## config.mk

```make
export PLATFORM = sky130hd
export DESIGN_NAME = adc_config_and_auto_gain_core
export DESIGN_NICKNAME = d
export VERILOG_FILES = /design/src/design/acag_pkg.sv /design/src/design/adc_config_and_auto_gain_core.sv /design/src/design/acag_cfg.sv /design/src/design/acag_gain.sv
export VERILOG_INCLUDE_DIRS = /design/src /design/src/design
export SDC_FILE = /design/constraint.sdc
export NUM_CORES = 1
export LEC_CHECK = 0
export ABC_AREA = 1
export BUFFER_PORTS_ARGS = -buffer_cell sky130_fd_sc_hd__buf_2
export CAP_MARGIN = 10
export CELL_PAD_IN_SITES_DETAIL_PLACEMENT = 1
export CELL_PAD_IN_SITES_GLOBAL_PLACEMENT = 2
export CORE_UTILIZATION = 30
export DETAILED_ROUTE_END_ITERATION = 7
export HOLD_SLACK_MARGIN = 0.15
export PLACE_DENSITY = 0.81
export SETUP_SLACK_MARGIN = 0.05
export SLEW_MARGIN = 20
export SYNTH_ARGS = -nofsm -noshare
export SYNTH_HDL_FRONTEND = slang
export SYNTH_HIERARCHICAL = 1
export SYNTH_SLANG_ARGS = --single-unit
```

## constraint.sdc

```tcl
create_clock -name clock -period 3.14 [get_ports clock]
set_input_delay 0.314 -clock clock [delete_from_list [all_inputs] [get_ports clock]]
set_output_delay 0.314 -clock clock [all_outputs]
set_load 0.02 [all_outputs]
```

## src/design/adc_config_and_auto_gain_core_defines.svh

```systemverilog
// Assertion macros used by the gain-table module of the ADC auto-gain controller RTL.
`ifndef ADC_CONFIG_AND_AUTO_GAIN_CORE_DEFINES_SVH
`define ADC_CONFIG_AND_AUTO_GAIN_CORE_DEFINES_SVH

// Same-cycle implication, disabled in reset.
`define ACAG_ASSERT_IMP(lbl, clk, rst, ante, cons, msg) \
   lbl: assert property (@(posedge clk) disable iff (rst) (ante) |-> (cons)) else $error(msg);

// Next-cycle implication, disabled in reset.
`define ACAG_ASSERT_NXT(lbl, clk, rst, ante, cons, msg) \
   lbl: assert property (@(posedge clk) disable iff (rst) (ante) |=> (cons)) else $error(msg);

`endif

```

## src/design/acag_pkg.sv

```systemverilog
// Types and constants of the ADC configuration and auto-gain controller.
`default_nettype none
package acag_pkg;

   localparam int CH_W    = 2;
   localparam int GAIN_W  = 3;
   localparam int RATE_W  = 3;
   localparam int MASK_W  = 4;
   localparam int LIM_W   = 16;
   localparam int SMP_W   = 16;
   localparam int CW_W    = 16;
   localparam int CSR_IDX_W = 3;
   localparam int CSR_DAT_W = 16;

   localparam logic [GAIN_W-1:0] GAIN_MAX   = 3'd5;
   localparam logic [LIM_W-1:0]  HIGH_RESET = 16'd26213;
   localparam logic [LIM_W-1:0]  LOW_RESET  = 16'd6553;

   // config word bit positions
   localparam int CW_START_BIT = 15;
   localparam int CW_SE_BIT    = 14;
   localparam int CW_CH_LSB    = 12;
   localparam int CW_GAIN_LSB  = 9;
   localparam int CW_SS_BIT    = 8;
   localparam int CW_RATE_LSB  = 5;

   typedef enum logic [CSR_IDX_W-1:0] {
      REG_RATE      = 3'd0,
      REG_CONT      = 3'd1,
      REG_DIFF      = 3'd2,
      REG_MASK      = 3'd3,
      REG_INIT_GAIN = 3'd4,
      REG_HIGH      = 3'd5,
      REG_LOW       = 3'd6
   } acag_reg_type;

   typedef enum logic {
      OP_START  = 1'b0,
      OP_RESULT = 1'b1
   } acag_op_type;

   typedef enum logic {
      KIND_CONFIG = 1'b0,
      KIND_SAMPLE = 1'b1
   } acag_kind_type;

   typedef struct packed {
      logic [RATE_W-1:0] rate;
      logic              cont;
      logic              diff;
      logic [MASK_W-1:0] mask;
      logic [LIM_W-1:0]  high;
      logic [LIM_W-1:0]  low;
      logic              gain_load;
      logic [GAIN_W-1:0] gain_init;
   } acag_cfg_type;

   typedef struct packed {
      acag_op_type              opcode;
      logic [CH_W-1:0]          channel_select;
      logic signed [SMP_W-1:0]  conversion_value;
   } acag_item_type;

   typedef struct packed {
      acag_kind_type            result_kind;
      logic [CW_W-1:0]          config_word;
      logic signed [SMP_W-1:0]  sample_value;
      logic [CH_W-1:0]          sample_channel;
      logic [GAIN_W-1:0]        sample_gain;
   } acag_result_type;

endpackage
`default_nettype wire

```

## src/design/adc_config_and_auto_gain_core.sv

```systemverilog
// Top level of the ADC configuration and auto-gain controller.
// Takes one word per clock cycle when the result side keeps up: a word goes into the input
// register, then the config word or sample result is formed from the gain table and the
// current channel and lands in the result register, which drives rsp_tvalid and holds the
// result until rsp_tready takes it. Gain stepping and the current-channel update take effect
// as the word moves into the result register, so the next word already sees them.
// Configuration writes take effect at the write edge; writing the initial gain (saturated
// to 5) reloads every channel gain.
`default_nettype none
module adc_config_and_auto_gain_core
   import acag_pkg::*;
#(
   parameter int NUM_CHANNELS = 4
)(
   input  wire logic                 clock,
   input  wire logic                 reset,
   input  wire logic                 req_tvalid,
   output      logic                 req_tready,
   input  wire logic [23:0]          req_tdata,  // channel_select[1:0], conversion_value[17:2]
   input  wire logic                 req_tuser,  // opcode
   output      logic                 rsp_tvalid,
   input  wire logic                 rsp_tready,
   output      logic [39:0]          rsp_tdata,  // config_word[15:0], sample_value[31:16],
                                                 // sample_channel[33:32], sample_gain[36:34]
   output      logic                 rsp_tuser,  // result_kind
   input  wire logic                 csr_we,
   input  wire logic [CSR_IDX_W-1:0] csr_index,
   input  wire logic [CSR_DAT_W-1:0] csr_wdata
);

   acag_cfg_type    cfg;
   acag_item_type   s1_ff, s1_in;
   logic            s1_valid_ff, s1_valid_in;
   acag_result_type res;
   acag_result_type rsp_ff, rsp_in;
   logic            rsp_valid_ff, rsp_valid_in;
   logic            out_ready;
   logic            fire;

   acag_cfg u_cfg (
      .clock     (clock),
      .reset     (reset),
      .csr_we    (csr_we),
      .csr_index (csr_index),
      .csr_wdata (csr_wdata),
      .cfg       (cfg)
   );

   acag_gain #(
      .NUM_CHANNELS (NUM_CHANNELS)
   ) u_gain (
      .clock  (clock),
      .reset  (reset),
      .cfg    (cfg),
      .item   (s1_ff),
      .fire   (fire),
      .result (res)
   );

   assign out_ready  = !rsp_valid_ff || rsp_tready;
   assign fire       = s1_valid_ff && out_ready;
   assign req_tready = !s1_valid_ff || out_ready;

   always_comb begin
      s1_in       = s1_ff;
      s1_valid_in = s1_valid_ff;
      if (req_tready) begin
         s1_valid_in = req_tvalid;
         s1_in.opcode           = acag_op_type'(req_tuser);
         s1_in.channel_select   = req_tdata[1:0];
         s1_in.conversion_value = req_tdata[17:2];
      end
      rsp_in       = rsp_ff;
      rsp_valid_in = rsp_valid_ff;
      if (out_ready) begin
         rsp_valid_in = s1_valid_ff;
         rsp_in       = res;
      end
   end

   always_ff @(posedge clock) begin
      if (reset) begin
         s1_valid_ff  <= 1'b0;
         rsp_valid_ff <= 1'b0;
      end else begin
         s1_valid_ff  <= s1_valid_in;
         rsp_valid_ff <= rsp_valid_in;
      end
   end

   always_ff @(posedge clock) begin
      s1_ff  <= s1_in;
      rsp_ff <= rsp_in;
   end

   assign rsp_tvalid = rsp_valid_ff;
   assign rsp_tuser  = rsp_ff.result_kind;
   assign rsp_tdata  = {3'b000, rsp_ff.sample_gain, rsp_ff.sample_channel,
                        rsp_ff.sample_value, rsp_ff.config_word};

endmodule
`default_nettype wire

```

## src/design/acag_cfg.sv

```systemverilog
// Configuration register file of the ADC auto-gain controller.
`default_nettype none
module acag_cfg
   import acag_pkg::*;
(
   input  wire logic                 clock,
   input  wire logic                 reset,
   input  wire logic                 csr_we,
   input  wire logic [CSR_IDX_W-1:0] csr_index,
   input  wire logic [CSR_DAT_W-1:0] csr_wdata,
   output acag_cfg_type              cfg
);

   logic [RATE_W-1:0] rate_ff, rate_in;
   logic              cont_ff, cont_in;
   logic              diff_ff, diff_in;
   logic [MASK_W-1:0] mask_ff, mask_in;
   logic [LIM_W-1:0]  high_ff, high_in;
   logic [LIM_W-1:0]  low_ff, low_in;
   logic [GAIN_W-1:0] wr_gain;

   always_comb begin
      rate_in = rate_ff;
      cont_in = cont_ff;
      diff_in = diff_ff;
      mask_in = mask_ff;
      high_in = high_ff;
      low_in  = low_ff;
      if (csr_we) begin
         case (acag_reg_type'(csr_index))
            REG_RATE: rate_in = csr_wdata[RATE_W-1:0];
            REG_CONT: cont_in = csr_wdata[0];
            REG_DIFF: diff_in = csr_wdata[0];
            REG_MASK: mask_in = csr_wdata[MASK_W-1:0];
            REG_HIGH: high_in = csr_wdata[LIM_W-1:0];
            REG_LOW:  low_in  = csr_wdata[LIM_W-1:0];
            default: ;
         endcase
      end
   end

   always_ff @(posedge clock) begin
      if (reset) begin
         rate_ff <= '0;
         cont_ff <= 1'b0;
         diff_ff <= 1'b0;
         mask_ff <= '0;
         high_ff <= HIGH_RESET;
         low_ff  <= LOW_RESET;
      end else begin
         rate_ff <= rate_in;
         cont_ff <= cont_in;
         diff_ff <= diff_in;
         mask_ff <= mask_in;
         high_ff <= high_in;
         low_ff  <= low_in;
      end
   end

   // out-of-range initial gain saturates
   assign wr_gain = (csr_wdata[GAIN_W-1:0] > GAIN_MAX) ? GAIN_MAX : csr_wdata[GAIN_W-1:0];

   always_comb begin
      cfg.rate      = rate_ff;
      cfg.cont      = cont_ff;
      cfg.diff      = diff_ff;
      cfg.mask      = mask_ff;
      cfg.high      = high_ff;
      cfg.low       = low_ff;
      cfg.gain_load = csr_we && (acag_reg_type'(csr_index) == REG_INIT_GAIN);
      cfg.gain_init = wr_gain;
   end

endmodule
`default_nettype wire

```

## src/design/acag_gain.sv

```systemverilog
// Channel gain table, current channel and per-word result logic.
`default_nettype none
`include "adc_config_and_auto_gain_core_defines.svh"
module acag_gain
   import acag_pkg::*;
#(
   parameter int NUM_CHANNELS = 4
)(
   input  wire logic      clock,
   input  wire logic      reset,
   input  acag_cfg_type   cfg,
   input  acag_item_type  item,
   input  wire logic      fire,
   output acag_result_type result
);

   logic [GAIN_W-1:0] gain_ff [NUM_CHANNELS];
   logic [GAIN_W-1:0] gain_in [NUM_CHANNELS];
   logic [CH_W-1:0]   cur_ff, cur_in;
   logic [CH_W-1:0]   ch_sel;
   logic [CH_W-1:0]   rd_ch;
   logic [GAIN_W-1:0] gain_rd;
   logic [GAIN_W-1:0] gain_step;
   logic [SMP_W:0]    mag;
   logic [CW_W-1:0]   cw;

   always_comb begin
      ch_sel = item.channel_select;
      if ({1'b0, ch_sel} >= (CH_W+1)'(NUM_CHANNELS)) begin
         ch_sel = CH_W'(NUM_CHANNELS - 1);
      end
      rd_ch = (item.opcode == OP_START) ? ch_sel : cur_ff;
      gain_rd = '0;
      for (int i = 0; i < NUM_CHANNELS; i++) begin
         if (rd_ch == CH_W'(i)) begin
            gain_rd = gain_ff[i];
         end
      end
   end

   // magnitude, most negative sample gives 32768
   always_comb begin
      if (item.conversion_value[SMP_W-1]) begin
         mag = (SMP_W+1)'(1 << SMP_W) - {1'b0, item.conversion_value};
      end else begin
         mag = {1'b0, item.conversion_value};
      end
      gain_step = gain_rd;
      if (cfg.mask[rd_ch]) begin
         if ((mag > {1'b0, cfg.high}) && (gain_rd != '0)) begin
            gain_step = gain_rd - 1'b1;
         end else if ((mag < {1'b0, cfg.low}) && (gain_rd < GAIN_MAX)) begin
            gain_step = gain_rd + 1'b1;
         end
      end
   end

   always_comb begin
      cw = '0;
      cw[CW_START_BIT] = !cfg.cont;
      cw[CW_SS_BIT]    = !cfg.cont;
      cw[CW_SE_BIT]    = !cfg.diff;
      cw[CW_CH_LSB +: CH_W]     = ch_sel;
      cw[CW_GAIN_LSB +: GAIN_W] = gain_rd;
      cw[CW_RATE_LSB +: RATE_W] = cfg.rate;
   end

   always_comb begin
      if (item.opcode == OP_START) begin
         result.result_kind    = KIND_CONFIG;
         result.config_word    = cw;
         result.sample_value   = '0;
         result.sample_channel = '0;
         result.sample_gain    = '0;
      end else begin
         result.result_kind    = KIND_SAMPLE;
         result.config_word    = '0;
         result.sample_value   = item.conversion_value;
         result.sample_channel = cur_ff;
         result.sample_gain    = gain_rd;
      end
   end

   always_comb begin
      cur_in = cur_ff;
      for (int i = 0; i < NUM_CHANNELS; i++) begin
         gain_in[i] = gain_ff[i];
      end
      if (fire) begin
         if (item.opcode == OP_START) begin
            cur_in = ch_sel;
         end else begin
            for (int i = 0; i < NUM_CHANNELS; i++) begin
               if (rd_ch == CH_W'(i)) begin
                  gain_in[i] = gain_step;
               end
            end
         end
      end
      if (cfg.gain_load) begin
         for (int i = 0; i < NUM_CHANNELS; i++) begin
            gain_in[i] = cfg.gain_init;
         end
      end
   end

   always_ff @(posedge clock) begin
      if (reset) begin
         cur_ff <= '0;
         for (int i = 0; i < NUM_CHANNELS; i++) begin
            gain_ff[i] <= '0;
         end
      end else begin
         cur_ff <= cur_in;
         for (int i = 0; i < NUM_CHANNELS; i++) begin
            gain_ff[i] <= gain_in[i];
         end
      end
   end

   `ACAG_ASSERT_IMP(a_cur_range, clock, reset, 1'b1, {1'b0, cur_ff} < (CH_W+1)'(NUM_CHANNELS), "current channel out of range")

   for (genvar g = 0; g < NUM_CHANNELS; g++) begin : g_chk
      `ACAG_ASSERT_IMP(a_gain_range, clock, reset, 1'b1, gain_ff[g] <= GAIN_MAX, "gain code above maximum")
      `ACAG_ASSERT_NXT(a_gain_hold, clock, reset, !fire && !cfg.gain_load, $stable(gain_ff[g]), "gain changed without a word")
   end

   `ACAG_ASSERT_NXT(a_start_cur, clock, reset, fire && (item.opcode == OP_START), cur_ff == $past(ch_sel), "start word did not set current channel")

endmodule
`default_nettype wire

```

==> results.json <==
{
  "status": "finished, violations left",
  "violations": "setup timing",
  "min_path_type": "input pin to register",
  "cp_data_required_time_ns": 3.41,
  "worstMarginPinSlew_ns": 0.943,
  "place_congestion": 0.772,
  "worstSkewPairLatency_ns": 0.42,
  "setup_tns_ns": -0.445,
  "cts_sinks": 114,
  "dr.pass1.iters": 4,
  "place_area_um2": 6610,
  "grt_pass1_vias": 4902,
  "synthArstFlopShare_pct": 0,
  "cp-start-kind": "register",
  "period_share_pct": 102,
  "pre_cts_slack_ns": -0.196,
  "cts_root_buf": "clkbuf_16",
  "maxCapViolations": 0,
  "start_util_pct": 31.0,
  "ys_ff_latch": 114,
  "grt_max_degree": 42,
  "power_frac_seq_pct": 37.5,
  "power_mw": 4.51,
  "synth.avg_cell_area_um2": 8.17,
  "core_um2": 19000,
  "drc": 0,
  "arrival_ns": 3.48,
  "synthFlopType": "edfxtp_1",
  "drive_above_1_share_pct": 23.5,
  "io_buffers": 82,
  "htreeDepth": 4,
  "power.density_nw_per_um2": 572,
  "antenna_found_initial": 0,
  "vias": 4967,
  "ys_types": 38,
  "grt_overflow": 0,
  "p_clk_share_pct": 47.2,
  "synth_common_cells": "158 x nand2_1, 123 x inv_1, 91 x nor2_1",
  "num_antenna_cells": 0,
  "switching_share_pct": 25.9,
  "rsz0062_at_grt": "true",
  "ys_top_cells_by_area": "edfxtp_1 29%, dfxtp_1 19%, nand2_1 10%, inv_1 7.9%, ha_1 7.4%",
  "grtUsageTotal_pct": 16.4,
  "critical_path_class": "register to register",
  "die_w_um": 142,
  "ir_drop_uv": 326,
  "grt_pass1_wl_um": 25200,
  "wl_per_cell_um": 13.8,
  "antenna_violating_nets_post_route": 0,
  "post-route-util_pct": 41.6,
  "final_area_um2": 7890,
  "pin_count": 92,
  "period_minus_slack_ns": 3.20,
  "cts_tree": "yes",
  "synth_edf_count": 57,
  "intPower_mw": 3.34,
  "yosysTopAreaCellShare_pct": 29.1,
  "viasPerCell": 4.39,
  "ys_seq_area_share_pct": 48.5,
  "finalSetupViolCount": 11,
  "dp_cells": 1060,
  "hold_viol_final": 0,
  "ys_warn_count": 6,
  "max_slew_margin_pct": 36.9,
  "routed_wl_um": 15700,
  "cts_made_buffers": 17,
  "netlist_area_um2": 5880,
  "die_area_um2": 20200,
  "cts.path.max_buffers": 2,
  "total_leakage_power_nw": 3.96,
  "yosysTopAreaCell": "edfxtp_1",
  "nets": 943,
  "die_h_um": 142,
  "area_growth_pct": 34.1,
  "share_comb_of_total_power_pct": 15.3,
  "synth_cells": 720,
  "hold_ws_ns": 0.170,
  "clkTransAtPathRegs_ns": 0.06,
  "worst_slack_ns": -0.0632,
  "fin_worst_skew_ns": 0.00846,
  "worstSetupEndpointType": "register",
  "clock.fmax_ghz": 0.312,
  "drt_iter0_drc": 154,
  "drv_slew": 0,
  "synthMostInstantiatedCell": "nand2_1",
  "hpwl_um": 11100,
  "power_switching_mw": 1.17,
  "placementRows": 50,
  "path_max_fanout": 4,
  "final_cells": 1132
}
final timing paths:
check                    startpoint              endpoint  slack (ns)  cells after the start
hold / removal         csr_wdata[0]       u_cfg/low_ff[0]        0.17                      3
hold reg to reg   u_cfg/high_ff[10]     u_cfg/high_ff[10]        0.45                      2
setup reg to reg           s1_ff[1]  u_gain/gain_ff[3][1]       -0.06                     25
setup / recovery           s1_ff[1]  u_gain/gain_ff[3][1]       -0.06                     25
placed cells by master, fill, tap and decap left out, types with 2 or more instances in the layout:
cell type | netlist | routed
clkinvlp_4 | 0 | 2
xnor2_1 | 5 | 3
nand4_1 | 6 | 6
buf_2 | 1 | 82
buf_4 | 17 | 26
dfxtp_1 | 57 | 57
nand2_4 | 6 | 10
a21oi_2 | 1 | 9
nand2_1 | 158 | 148
xnor2_2 | 0 | 2
o21bai_1 | 2 | 2
nor2_4 | 2 | 5
inv_2 | 2 | 5
clkbuf_16 | 0 | 17
ha_4 | 0 | 2
bufinv_16 | 0 | 5
o21ai_0 | 25 | 21
clkinv_4 | 0 | 4
or2_1 | 2 | 2
o21ai_1 | 0 | 2
nand2_2 | 6 | 12
edfxtp_1 | 57 | 57
conb_1 | 2 | 8
or2_2 | 2 | 2
xor2_1 | 8 | 8
nand3_2 | 2 | 7
a21oi_1 | 24 | 16
nand3_1 | 61 | 54
nor2_1 | 91 | 87
nand3_4 | 0 | 2
inv_1 | 123 | 120
o21ai_2 | 0 | 2
nor2_2 | 1 | 2
dlygate4sd3_1 | 0 | 33
o211ai_1 | 2 | 2
ha_1 | 35 | 33
layout make-up:
| type | instances | area [um^2] |
|---|---|---|
| well taps | 260 | 325 |
| flip-flops and latches | 114 | 2850 |
| clock buffers | 19 | 443 |
| fillers | 2312 | 11100 |
| inverters | 125 | 469 |
| repair buffers | 142 | 947 |
| clock inverters | 13 | 209 |
| multi-input cells | 459 | 2640 |
per-layer routing:
| layer | vias to the layer above | track usage (%) | wire [um] |
|---|---|---|---|
| met5 | - | 0 | 0 |
| li1 | 2551 | - | - |
| met2 | 90 | 26.0 | 7050 |
| met4 | 0 | 6.62 | 193 |
| met3 | 12 | 3.13 | 433 |
| met1 | 2314 | 22.0 | 7980 |
power by group through the flow:
| stage | Clock, mW | Sequential (mW) | Combinational, mW |
|---|---|---|---|
| 2_1_floorplan | 0 | 1.77 | 0.351 |
| 3_3_place_gp | 0 | 1.72 | 0.578 |
| 3_5_place_dp | 0 | 1.72 | 0.589 |
| 4_1_cts | 2.18 | 1.69 | 0.655 |
| 5_1_grt | 2.25 | 1.70 | 0.772 |
| 6_report | 2.13 | 1.69 | 0.688 |
sequential cells by signal, summed over array words and instances (netlist names):
| signal | cells |
|---|---|
| rsp_tdata | 37 |
| s1_ff | 19 |
| u_cfg/rate_ff | 3 |
| u_cfg/cont_ff | 1 |
| u_cfg/high_ff | 16 |
| u_cfg/diff_ff | 1 |
| u_gain/cur_ff | 2 |
| u_cfg/low_ff | 16 |
| s1_valid_ff | 1 |
| rsp_tvalid | 1 |
| u_cfg/mask_ff | 4 |
| rsp_tuser | 1 |
| u_gain/gain_ff | 12 |
cell families after synthesis:
kind of cell | count (synthesis) | synth area share (%)
DFF | 114 | 48.5
adders and majority gates | 35 | 7.45
xor gates and xnor gates | 13 | 1.94
and+or+nand+nor | 344 | 25.5
AOI/OAI and AO/OA | 59 | 5.49
buffers and inverters | 153 | 11.0
other | 2 | 0.128
worst max-delay path, cell delays in order (launching register included):
cell and delay [ns]:
edfxtp_1 0.43, inv_2 0.11, ha_4 0.15, nand2_4 0.06
nor3_4 0.16, inv_2 0.07, nor2_4 0.09, nand4_1 0.14
o21ai_2 0.19, xnor2_2 0.15, ha_1 0.28, nand2_1 0.09
inv_1 0.04, o21ai_1 0.13, nand2_1 0.08, a21oi_2 0.11
nand2_1 0.07, nor2_2 0.12, buf_6 0.12, nand2_4 0.06
nand2_2 0.07, nand3_2 0.06, nand2_2 0.07, nand2_2 0.06
nand2_4 0.10, a21oi_2 0.06
what timing repair did:
action,CTS,global route
gates cloned,0,0
endpoints found under the hold margin,33,0
resized for setup,27,32
pin swaps,9,31
setup buffers,1,6
hold buffers,33,0
endpoints found under the setup margin,12,12
Note: power is estimated with default switching activity, not from simulation.
